### config.mk
export PLATFORM = sky130hd
export DESIGN_NAME = extalloc_ctrl
export DESIGN_NICKNAME = d
export VERILOG_FILES = /design/src/rtl/core/extalloc_pkg.sv /design/src/rtl/core/extalloc_ctrl.sv
export SDC_FILE = /design/constraint.sdc
export NUM_CORES = 1
export LEC_CHECK = 0
export BUFFER_PORTS_ARGS = -buffer_cell sky130_fd_sc_hd__buf_2
export CAP_MARGIN = 40
export CORE_AREA = 2 2 39 41
export CTS_CLUSTER_DIAMETER = 50
export DETAILED_ROUTE_END_ITERATION = 7
export DIE_AREA = 0 0 41 43
export GPL_ROUTABILITY_DRIVEN = 0
export GPL_TIMING_DRIVEN = 0
export PLACE_DENSITY = 0.48
export SKIP_CTS_REPAIR_TIMING = 1
export SYNTH_ARGS = -nofsm -noshare
export SYNTH_HDL_FRONTEND = slang
export SYNTH_SLANG_ARGS = --single-unit
export TNS_END_PERCENT = 100
### constraint.sdc
create_clock -name clock -period 1.5 [get_ports clock]
set_clock_uncertainty 0.2 [all_clocks]
set_input_delay 0.3 -clock clock [delete_from_list [all_inputs] [get_ports clock]]
set_output_delay 0.3 -clock clock [all_outputs]
set_load 0.01 [all_outputs]
### src/rtl/core/extalloc_pkg.sv
// ----------------------------------------------------------------------------
// extalloc_pkg: shared types and constants
// Table geometry, field widths, operation and status codes, controller
// states and the command/status bundles between controller and datapath.
// ----------------------------------------------------------------------------
`default_nettype none

package extalloc_pkg;

   // table geometry and widths
   localparam int MAX_EXTENTS = 64;
   localparam int UNIT_BITS   = 16;
   localparam int ID_BITS     = 8;
   localparam int IDX_BITS    = (MAX_EXTENTS > 1) ? $clog2(MAX_EXTENTS) : 1;
   localparam int CNT_BITS    = $clog2(MAX_EXTENTS + 1);
   localparam int ENTRY_BITS  = ID_BITS + 2 * UNIT_BITS;

   // port field widths
   localparam int OPC_BITS   = 2;
   localparam int FID_BITS   = 8;
   localparam int FSIZE_BITS = 16;
   localparam int DISK_BITS  = 16;
   localparam int STAT_BITS  = 2;
   localparam int START_BITS = 16;

   typedef logic [UNIT_BITS-1:0]  unit_type;
   typedef logic [ID_BITS-1:0]    id_type;
   typedef logic [IDX_BITS-1:0]   idx_type;
   typedef logic [CNT_BITS-1:0]   cnt_type;
   typedef logic [START_BITS-1:0] start_type;

   typedef struct packed {
      id_type   id;
      unit_type start;
      unit_type stop;
   } entry_type;

   localparam unit_type DISK_RESET = unit_type'(65535);

   typedef enum logic [OPC_BITS-1:0] {
      OP_WRITE   = 2'd0,
      OP_SHOW    = 2'd1,
      OP_DELETE  = 2'd2,
      OP_COMPACT = 2'd3
   } op_type;

   typedef enum logic [STAT_BITS-1:0] {
      ST_OK         = 2'd0,
      ST_NAME_ERR   = 2'd1,
      ST_DISK_FULL  = 2'd2,
      ST_TABLE_FULL = 2'd3
   } status_type;

   // what the current pass over the table does
   typedef enum logic [2:0] {
      MODE_SCAN,
      MODE_APPLY,
      MODE_SHOW,
      MODE_DELETE,
      MODE_COMPACT
   } mode_type;

   typedef enum logic [2:0] {
      CMD_NONE,
      CMD_ACCEPT,
      CMD_INIT,
      CMD_READ,
      CMD_EVAL,
      CMD_COPY,
      CMD_FINISH
   } cmd_type;

   typedef enum logic [2:0] {
      S_IDLE,
      S_INIT,
      S_READ,
      S_EVAL,
      S_COPY,
      S_FINISH
   } state_type;

   typedef struct packed {
      logic empty;       // table holds no entry
      logic last_entry;  // current index is the final entry
      logic hold;        // result register full and stalled
      logic need_copy;   // an extent was inserted, source entry still to copy
      logic again;       // a second pass follows
   } dp_status_type;

endpackage

`default_nettype wire

### src/rtl/core/extalloc_ctrl.sv
// ----------------------------------------------------------------------------
// extalloc_ctrl: command sequencer
// Walks the extent table one entry at a time and issues datapath commands.
// ----------------------------------------------------------------------------
`default_nettype none

module extalloc_ctrl (
   input  wire logic                        clock,
   input  wire logic                        reset,
   input  wire logic                        req_valid,
   output logic                             req_stall,
   input  wire extalloc_pkg::dp_status_type stat,
   output extalloc_pkg::cmd_type            cmd
);

   extalloc_pkg::state_type state_ff, state_in;

   // next state
   always_comb begin
      state_in = state_ff;
      case (state_ff)
         extalloc_pkg::S_IDLE: begin
            if (req_valid) state_in = extalloc_pkg::S_INIT;
         end
         extalloc_pkg::S_INIT: begin
            state_in = stat.empty ? extalloc_pkg::S_FINISH : extalloc_pkg::S_READ;
         end
         extalloc_pkg::S_READ: begin
            state_in = extalloc_pkg::S_EVAL;
         end
         extalloc_pkg::S_EVAL: begin
            if (stat.hold) state_in = extalloc_pkg::S_EVAL;
            else if (stat.need_copy) state_in = extalloc_pkg::S_COPY;
            else if (stat.last_entry) state_in = extalloc_pkg::S_FINISH;
            else state_in = extalloc_pkg::S_READ;
         end
         extalloc_pkg::S_COPY: begin
            state_in = stat.last_entry ? extalloc_pkg::S_FINISH : extalloc_pkg::S_READ;
         end
         extalloc_pkg::S_FINISH: begin
            if (stat.hold) state_in = extalloc_pkg::S_FINISH;
            else if (stat.again) state_in = extalloc_pkg::S_INIT;
            else state_in = extalloc_pkg::S_IDLE;
         end
         default: state_in = extalloc_pkg::S_IDLE;
      endcase
   end

   // command outputs
   always_comb begin
      cmd = extalloc_pkg::CMD_NONE;
      case (state_ff)
         extalloc_pkg::S_IDLE:   cmd = req_valid ? extalloc_pkg::CMD_ACCEPT
                                                 : extalloc_pkg::CMD_NONE;
         extalloc_pkg::S_INIT:   cmd = extalloc_pkg::CMD_INIT;
         extalloc_pkg::S_READ:   cmd = extalloc_pkg::CMD_READ;
         extalloc_pkg::S_EVAL:   cmd = extalloc_pkg::CMD_EVAL;
         extalloc_pkg::S_COPY:   cmd = extalloc_pkg::CMD_COPY;
         extalloc_pkg::S_FINISH: cmd = extalloc_pkg::CMD_FINISH;
         default:                cmd = extalloc_pkg::CMD_NONE;
      endcase
   end

   assign req_stall = (state_ff != extalloc_pkg::S_IDLE);

   always_ff @(posedge clock) begin
      if (reset) begin
         state_ff <= extalloc_pkg::S_IDLE;
      end else begin
         state_ff <= state_in;
      end
   end

endmodule

`default_nettype wire

==> flow_metrics.py, run 1 <==
metrics = {
    "status": {
        "status": "complete, but fails checks",
        "violations": "negative setup slack",
    },
    "final_layout": {
        "nets": 65,
        "regMostFlops": "state_ff",
        "syn2layout_area_growth_pct": 69.0,
        "antenna_cells": 0,
        "reg_top3": "state_ff x3",
        "layout-drive-gt1-share_pct": 55.4,
        "fin_util_pct": 32.5,
        "largest_reg_flops": 3,
    },
    "grt": {
        "overflow": 0,
        "grt_usage_pct": 9.12,
        "grt_max_degree": 11,
        "grt_pass1_wl_um": 1180,
        "antenna_found_initial": 0,
        "grt_pass1_vias": 304,
    },
    "power": {
        "vdd_drop_max_v": 0.000333,
        "total_power_uw": 400,
        "powerDensity_mw_per_mm2": 889,
        "total_leakage_power_nw": 0.198,
    },
    "yosys": {
        "yosys.cell_types.count": 26,
        "yosys.area.top_type": "dfxtp_1",
        "ys_ff_latch": 3,
        "ys_seq_area_share_pct": 22.5,
        "synthArstFlopShare_pct": 0,
        "synth_warnings": 0,
        "synth_area_um2": 267,
        "synth_ff_type": "dfxtp_1",
        "syn-num-nets": 44,
        "synth.area.top_cells": "dfxtp_1 23%, nor3b_1 5.6%, a31oi_1 4.7%, nand2_1 4.2%, buf_2 3.8%",
        "avgSynthCellArea_um2": 7.40,
        "postSynthCellCount": 36,
        "synth_top_area_share_pct": 22.5,
        "yosys-top-cells-count": "3 x dfxtp_1, 3 x nand2_1",
        "synth_edf_count": 0,
    },
    "sta": {
        "rsz0062_at_grt": "true",
        "setup_tns_ns": -0.206,
        "hold_violations": 0,
        "worst_pin_slew_ns": 0.352,
        "fmax_mhz": 628,
        "worst_slack_ns": -0.0914,
        "post-route-period-util_pct": 106,
        "relSlewSlack_pct": 76.2,
        "finalMaxSlewViolations": 0,
        "period_minus_slack_ns": 1.59,
        "holdWs_ns": 0.0512,
        "setup_viol": 4,
    },
    "critical_path": {
        "worstSetupStartpoint": "state_ff[0]",
        "crit_chain": "buf_6, and2b_1, a21o_1, buf_2",
        "cp.arrival_ns": 1.09,
        "path_max_fanout": 6,
        "path_class": "register to output pin",
        "cp-start-kind": "register",
        "regToRegStartpoint": "state_ff[0]",
        "cpPeakStageDelay_ns": 0.31,
        "required_ns": 1.00,
        "critPathCaptureType": "output pin",
        "crit_path_top_delay_cell": "dfxtp_2",
    },
    "floorplanning": {
        "start_util_pct": 19.3,
        "die_area_mm2": 0.00176,
        "ios": 12,
        "rows": 14,
        "fp.dieW_um": 41,
        "core_area_mm2": 0.00138,
        "dieHeight_um": 43,
    },
    "clocking": {
        "cts.clk_slew.worst_paths_ns": 0.03,
        "clkLatencyLatePin_ns": 0.22,
        "cts_tree": "done",
        "htreeDepth": 1,
        "numCtsBuffers": 3,
        "clockRootBuffer": "clkbuf_4",
        "numClockSinks": 3,
        "clk_path_buf_depth": 2,
    },
    "detailed_routing": {
        "drt-initial-drc-count": 3,
        "postRouteAntennaNets": 0,
        "wl_um": 748,
        "viasPerCell": 4.58,
        "vias": 330,
        "drcViolationCount": 0,
        "avgRoutedWirePerCell_um": 10.4,
        "drtPass1Iterations": 4,
    },
    "place": {
        "dp_hpwl_um": 552,
        "io_buffer_count": 11,
    },
    "hold_path": {
        "hp-start": "reset",
        "holdCritPathClass": "primary input to register",
    },
    "job": {
        "max_cap_violations": 0,
    },
}
-- worst paths after layout --
check        slack, ns  cells past startpoint           to
max reg2reg       0.08                      5  state_ff[0]
min               0.05                      2  state_ff[0]
max              -0.09                      4       cmd[1]
min reg2reg       0.39                      3  state_ff[1]
-- where the power goes --
| group | switching [mW] | leakage (nW) | internal, mW | total, mW |
|---|---|---|---|---|
| clock network | 0.0349 | 0.0150 | 0.0993 | 0.134 |
| registers | 0.00816 | 0.0264 | 0.0887 | 0.0969 |
| logic | 0.0780 | 0.156 | 0.0912 | 0.169 |
| total | 0.121 | 0.198 | 0.279 | 0.400 |
-- layout make-up --
class	instances	area [µm²]
fillers	154	933
inverters	3	11.3
clock buffers	4	26.3
flip-flops and latches	3	68.8
repair buffers	16	92.6
multi-input cells	27	198
plain buffers	3	33.8
well taps	16	20.0
-- critical path, delay by kind of cell (launching register included) --
kind            cells  cell delay [ns]
flops               1             0.31
buf+inv             2             0.25
simple gates        1             0.16
compound gates      1             0.15
-- metal layers --
metal	global-route usage, %	wire length [µm]
met1	13.1	348
met2	13.8	363
met5	0	0
met4	2.00	0
met3	1.57	36
-- cell families after synthesis --
group / share of synthesized area (%)
simple gates: 34.7
buf+inv: 10.8
compound gates: 31.9
flops: 22.5
-- per-stage QoR --
stage | setup slack, ns | std cells | instance area, µm²
4_1_cts | -0.255 | 67 | 368
3_3_place_gp | 0.0102 | 63 | 342
2_1_floorplan | 0.0747 | 36 | 267
5_1_grt | -0.139 | 72 | 450
6_report | -0.0914 | 72 | 450
3_5_place_dp | -0.0108 | 63 | 342
-- cells in the final DEF, fill, tap and decap left out --
| cell | n |
|---|---|
| buf_2 | 11 |
| buf_4 | 5 |
| buf_6 | 3 |
| nand2_1 | 3 |
| clkbuf_4 | 3 |
| nor2_1 | 2 |
| inv_1 | 2 |
| nor3b_1 | 2 |
| a31oi_1 | 2 |
| dfxtp_4 | 2 |
| inv_2 | 1 |
| nor3_2 | 1 |
| a211oi_1 | 1 |
| and2b_1 | 1 |
| a21o_1 | 1 |
| nor2b_2 | 1 |
| o21ai_1 | 1 |
| o21ai_0 | 1 |
| o311ai_0 | 1 |
| nor4_2 | 1 |
| a211o_1 | 1 |
| a21oi_1 | 1 |
| nand3b_1 | 1 |
| a31o_2 | 1 |
| nor4bb_2 | 1 |
| o211ai_1 | 1 |
| a311oi_1 | 1 |
| or4b_1 | 1 |
| nand4_1 | 1 |
| clkbuf_1 | 1 |
| dfxtp_2 | 1 |
Power figures use the tool's default switching activity.
==> inputs of run 2 (changes only) <==
Settings changed: HOLD_SLACK_MARGIN from default to 0.1.
Clock period 1.5 ns to 1.53 ns, I/O delays scaled along.
==> run 2 against run 1 <==
Sequential share of layout area decreased by 0.33 points. The run still ends with negative setup slack left. Via count increased by 2.1%. Count of clock-buffer cells in the layout unchanged. Combinational power about the same.
==> flow_metrics.py, run 2 (same netlist as run 1, synthesis figures left out) <==
metrics = {
    "power": {
        "total_power_uw": 395,
        "powerDensity_mw_per_mm2": 858,
        "total_leakage_power_nw": 0.202,
        "vdd_drop_max_v": 0.000327,
    },
    "clocking": {
        "cts_tree": "done",
        "htreeDepth": 1,
        "cts.clk_slew.worst_paths_ns": 0.04,
        "clockRootBuffer": "clkbuf_4",
        "numCtsBuffers": 3,
        "numClockSinks": 3,
        "clkLatencyLatePin_ns": 0.22,
        "clk_path_buf_depth": 2,
    },
    "place": {
        "dp_hpwl_um": 552,
        "place_area_um2": 342,
        "post-place-ws_ns": 0.0132,
        "dp_cells": 63,
        "io_buffer_count": 11,
    },
    "final_layout": {
        "antenna_cells": 0,
        "largest_reg_flops": 3,
        "layout_common_cells": "11 x buf_2, 5 x buf_4, 3 x buf_6, 3 x nand2_1, 3 x clkbuf_4",
        "mostFrequentLayoutCell": "buf_2",
        "nets": 66,
        "syn2layout_area_growth_pct": 72.8,
        "fin_cells": 73,
        "layout-drive-gt1-share_pct": 54.4,
        "regMostFlops": "state_ff",
        "reg_top3": "state_ff x3",
        "post-route-cell-area_um2": 460,
    },
    "grt": {
        "antenna_found_initial": 0,
        "grt_usage_pct": 9.12,
        "overflow": 0,
        "grt_max_degree": 11,
        "grt_pass1_vias": 304,
        "grt_pass1_wl_um": 1180,
    },
    "detailed_routing": {
        "vias": 337,
        "wl_um": 758,
        "drtPass1Iterations": 4,
        "drcViolationCount": 0,
        "drt-initial-drc-count": 4,
        "viasPerCell": 4.62,
        "avgRoutedWirePerCell_um": 10.4,
        "postRouteAntennaNets": 0,
    },
    "floorplanning": {
        "dieHeight_um": 43,
        "rows": 14,
        "core_area_mm2": 0.00138,
        "ios": 12,
        "start_util_pct": 19.3,
        "fp.dieW_um": 41,
        "die_area_mm2": 0.00176,
    },
    "sta": {
        "post-route-period-util_pct": 104,
        "fmax_mhz": 627,
        "worst_slack_ns": -0.0661,
        "hold_violations": 0,
        "setup_viol": 2,
        "worst_pin_slew_ns": 0.334,
        "rsz0062_at_grt": "true",
        "setup_tns_ns": -0.123,
        "relSlewSlack_pct": 77.4,
        "finalMaxSlewViolations": 0,
        "period_minus_slack_ns": 1.60,
    },
    "critical_path": {
        "cpPeakStageDelay_ns": 0.31,
        "endpoint": "cmd[1]",
        "crit_path_top_delay_cell": "dfxtp_2",
        "path_max_fanout": 6,
        "required_ns": 1.02,
        "rr_worst_depth": 5,
        "cp-start-kind": "register",
        "critPathCaptureType": "output pin",
        "regToRegStartpoint": "state_ff[0]",
        "r2r_slack_ns": 0.09,
        "timing.rr.end": "state_ff[0]",
        "path_class": "register to output pin",
        "cp.arrival_ns": 1.09,
        "crit_chain": "buf_6, and2b_1, a21o_1, buf_2",
        "worstSetupStartpoint": "state_ff[0]",
    },
    "status": {
        "violations": "negative setup slack",
        "status": "complete, but fails checks",
    },
    "hold_path": {
        "holdCritPathClass": "primary input to register",
    },
    "job": {
        "max_cap_violations": 0,
    },
}
## run 2: report_power, final
group          internal, mW  leakage [nW]  switching [mW]
clock                0.0973        0.0150          0.0342
sequential           0.0870        0.0264         0.00804
combinational        0.0912         0.160          0.0771
## run 2: layout make-up
| class | count | area (µm²) |
|---|---|---|
| plain buffers | 3 | 33.8 |
| repair buffers | 17 | 103 |
| well taps | 16 | 20.0 |
| fillers | 151 | 923 |
| clock buffers | 4 | 26.3 |
| flip-flops and latches | 3 | 68.8 |
| multi-input cells | 27 | 198 |
| inverters | 3 | 11.3 |
## run 2: critical path, delay by kind of cell (launching register included)
family,cells,cell delay [ns]
buffers and inverters,2,0.25
and+or+nand+nor,1,0.16
DFF,1,0.31
AOI/OAI and AO/OA,1,0.15
## run 2: how the worst min path moves through the flow
stage | start | endpoint | slack (ns) | cells past startpoint
floorplan | reset | state_ff[0] | 0.18 | 1
global route | stat[2] | state_ff[2] | 0.23 | 3
finish | stat[2] | state_ff[2] | 0.23 | 3
global placement | reset | state_ff[0] | 0.30 | 2
detailed placement | reset | state_ff[0] | 0.29 | 2
CTS | reset | state_ff[0] | 0.06 | 2
## run 2: per-layer routing
metal,global-route usage (%),vias up,part of all wire (%)
li1,-,180,-
met1,13.1,147,48
met2,13.8,10,46
met3,1.57,0,5.7
met4,2.00,0,0
met5,0,-,0
## run 2: metrics by stage
stage | utilization (%) | hold WS (ns)
2_1_floorplan | - | 0.178
3_3_place_gp | 24.7 | 0.295
3_5_place_dp | 24.7 | 0.292
4_1_cts | 26.6 | 0.0566
5_1_grt | 33.3 | 0.228
6_report | 33.3 | 0.227
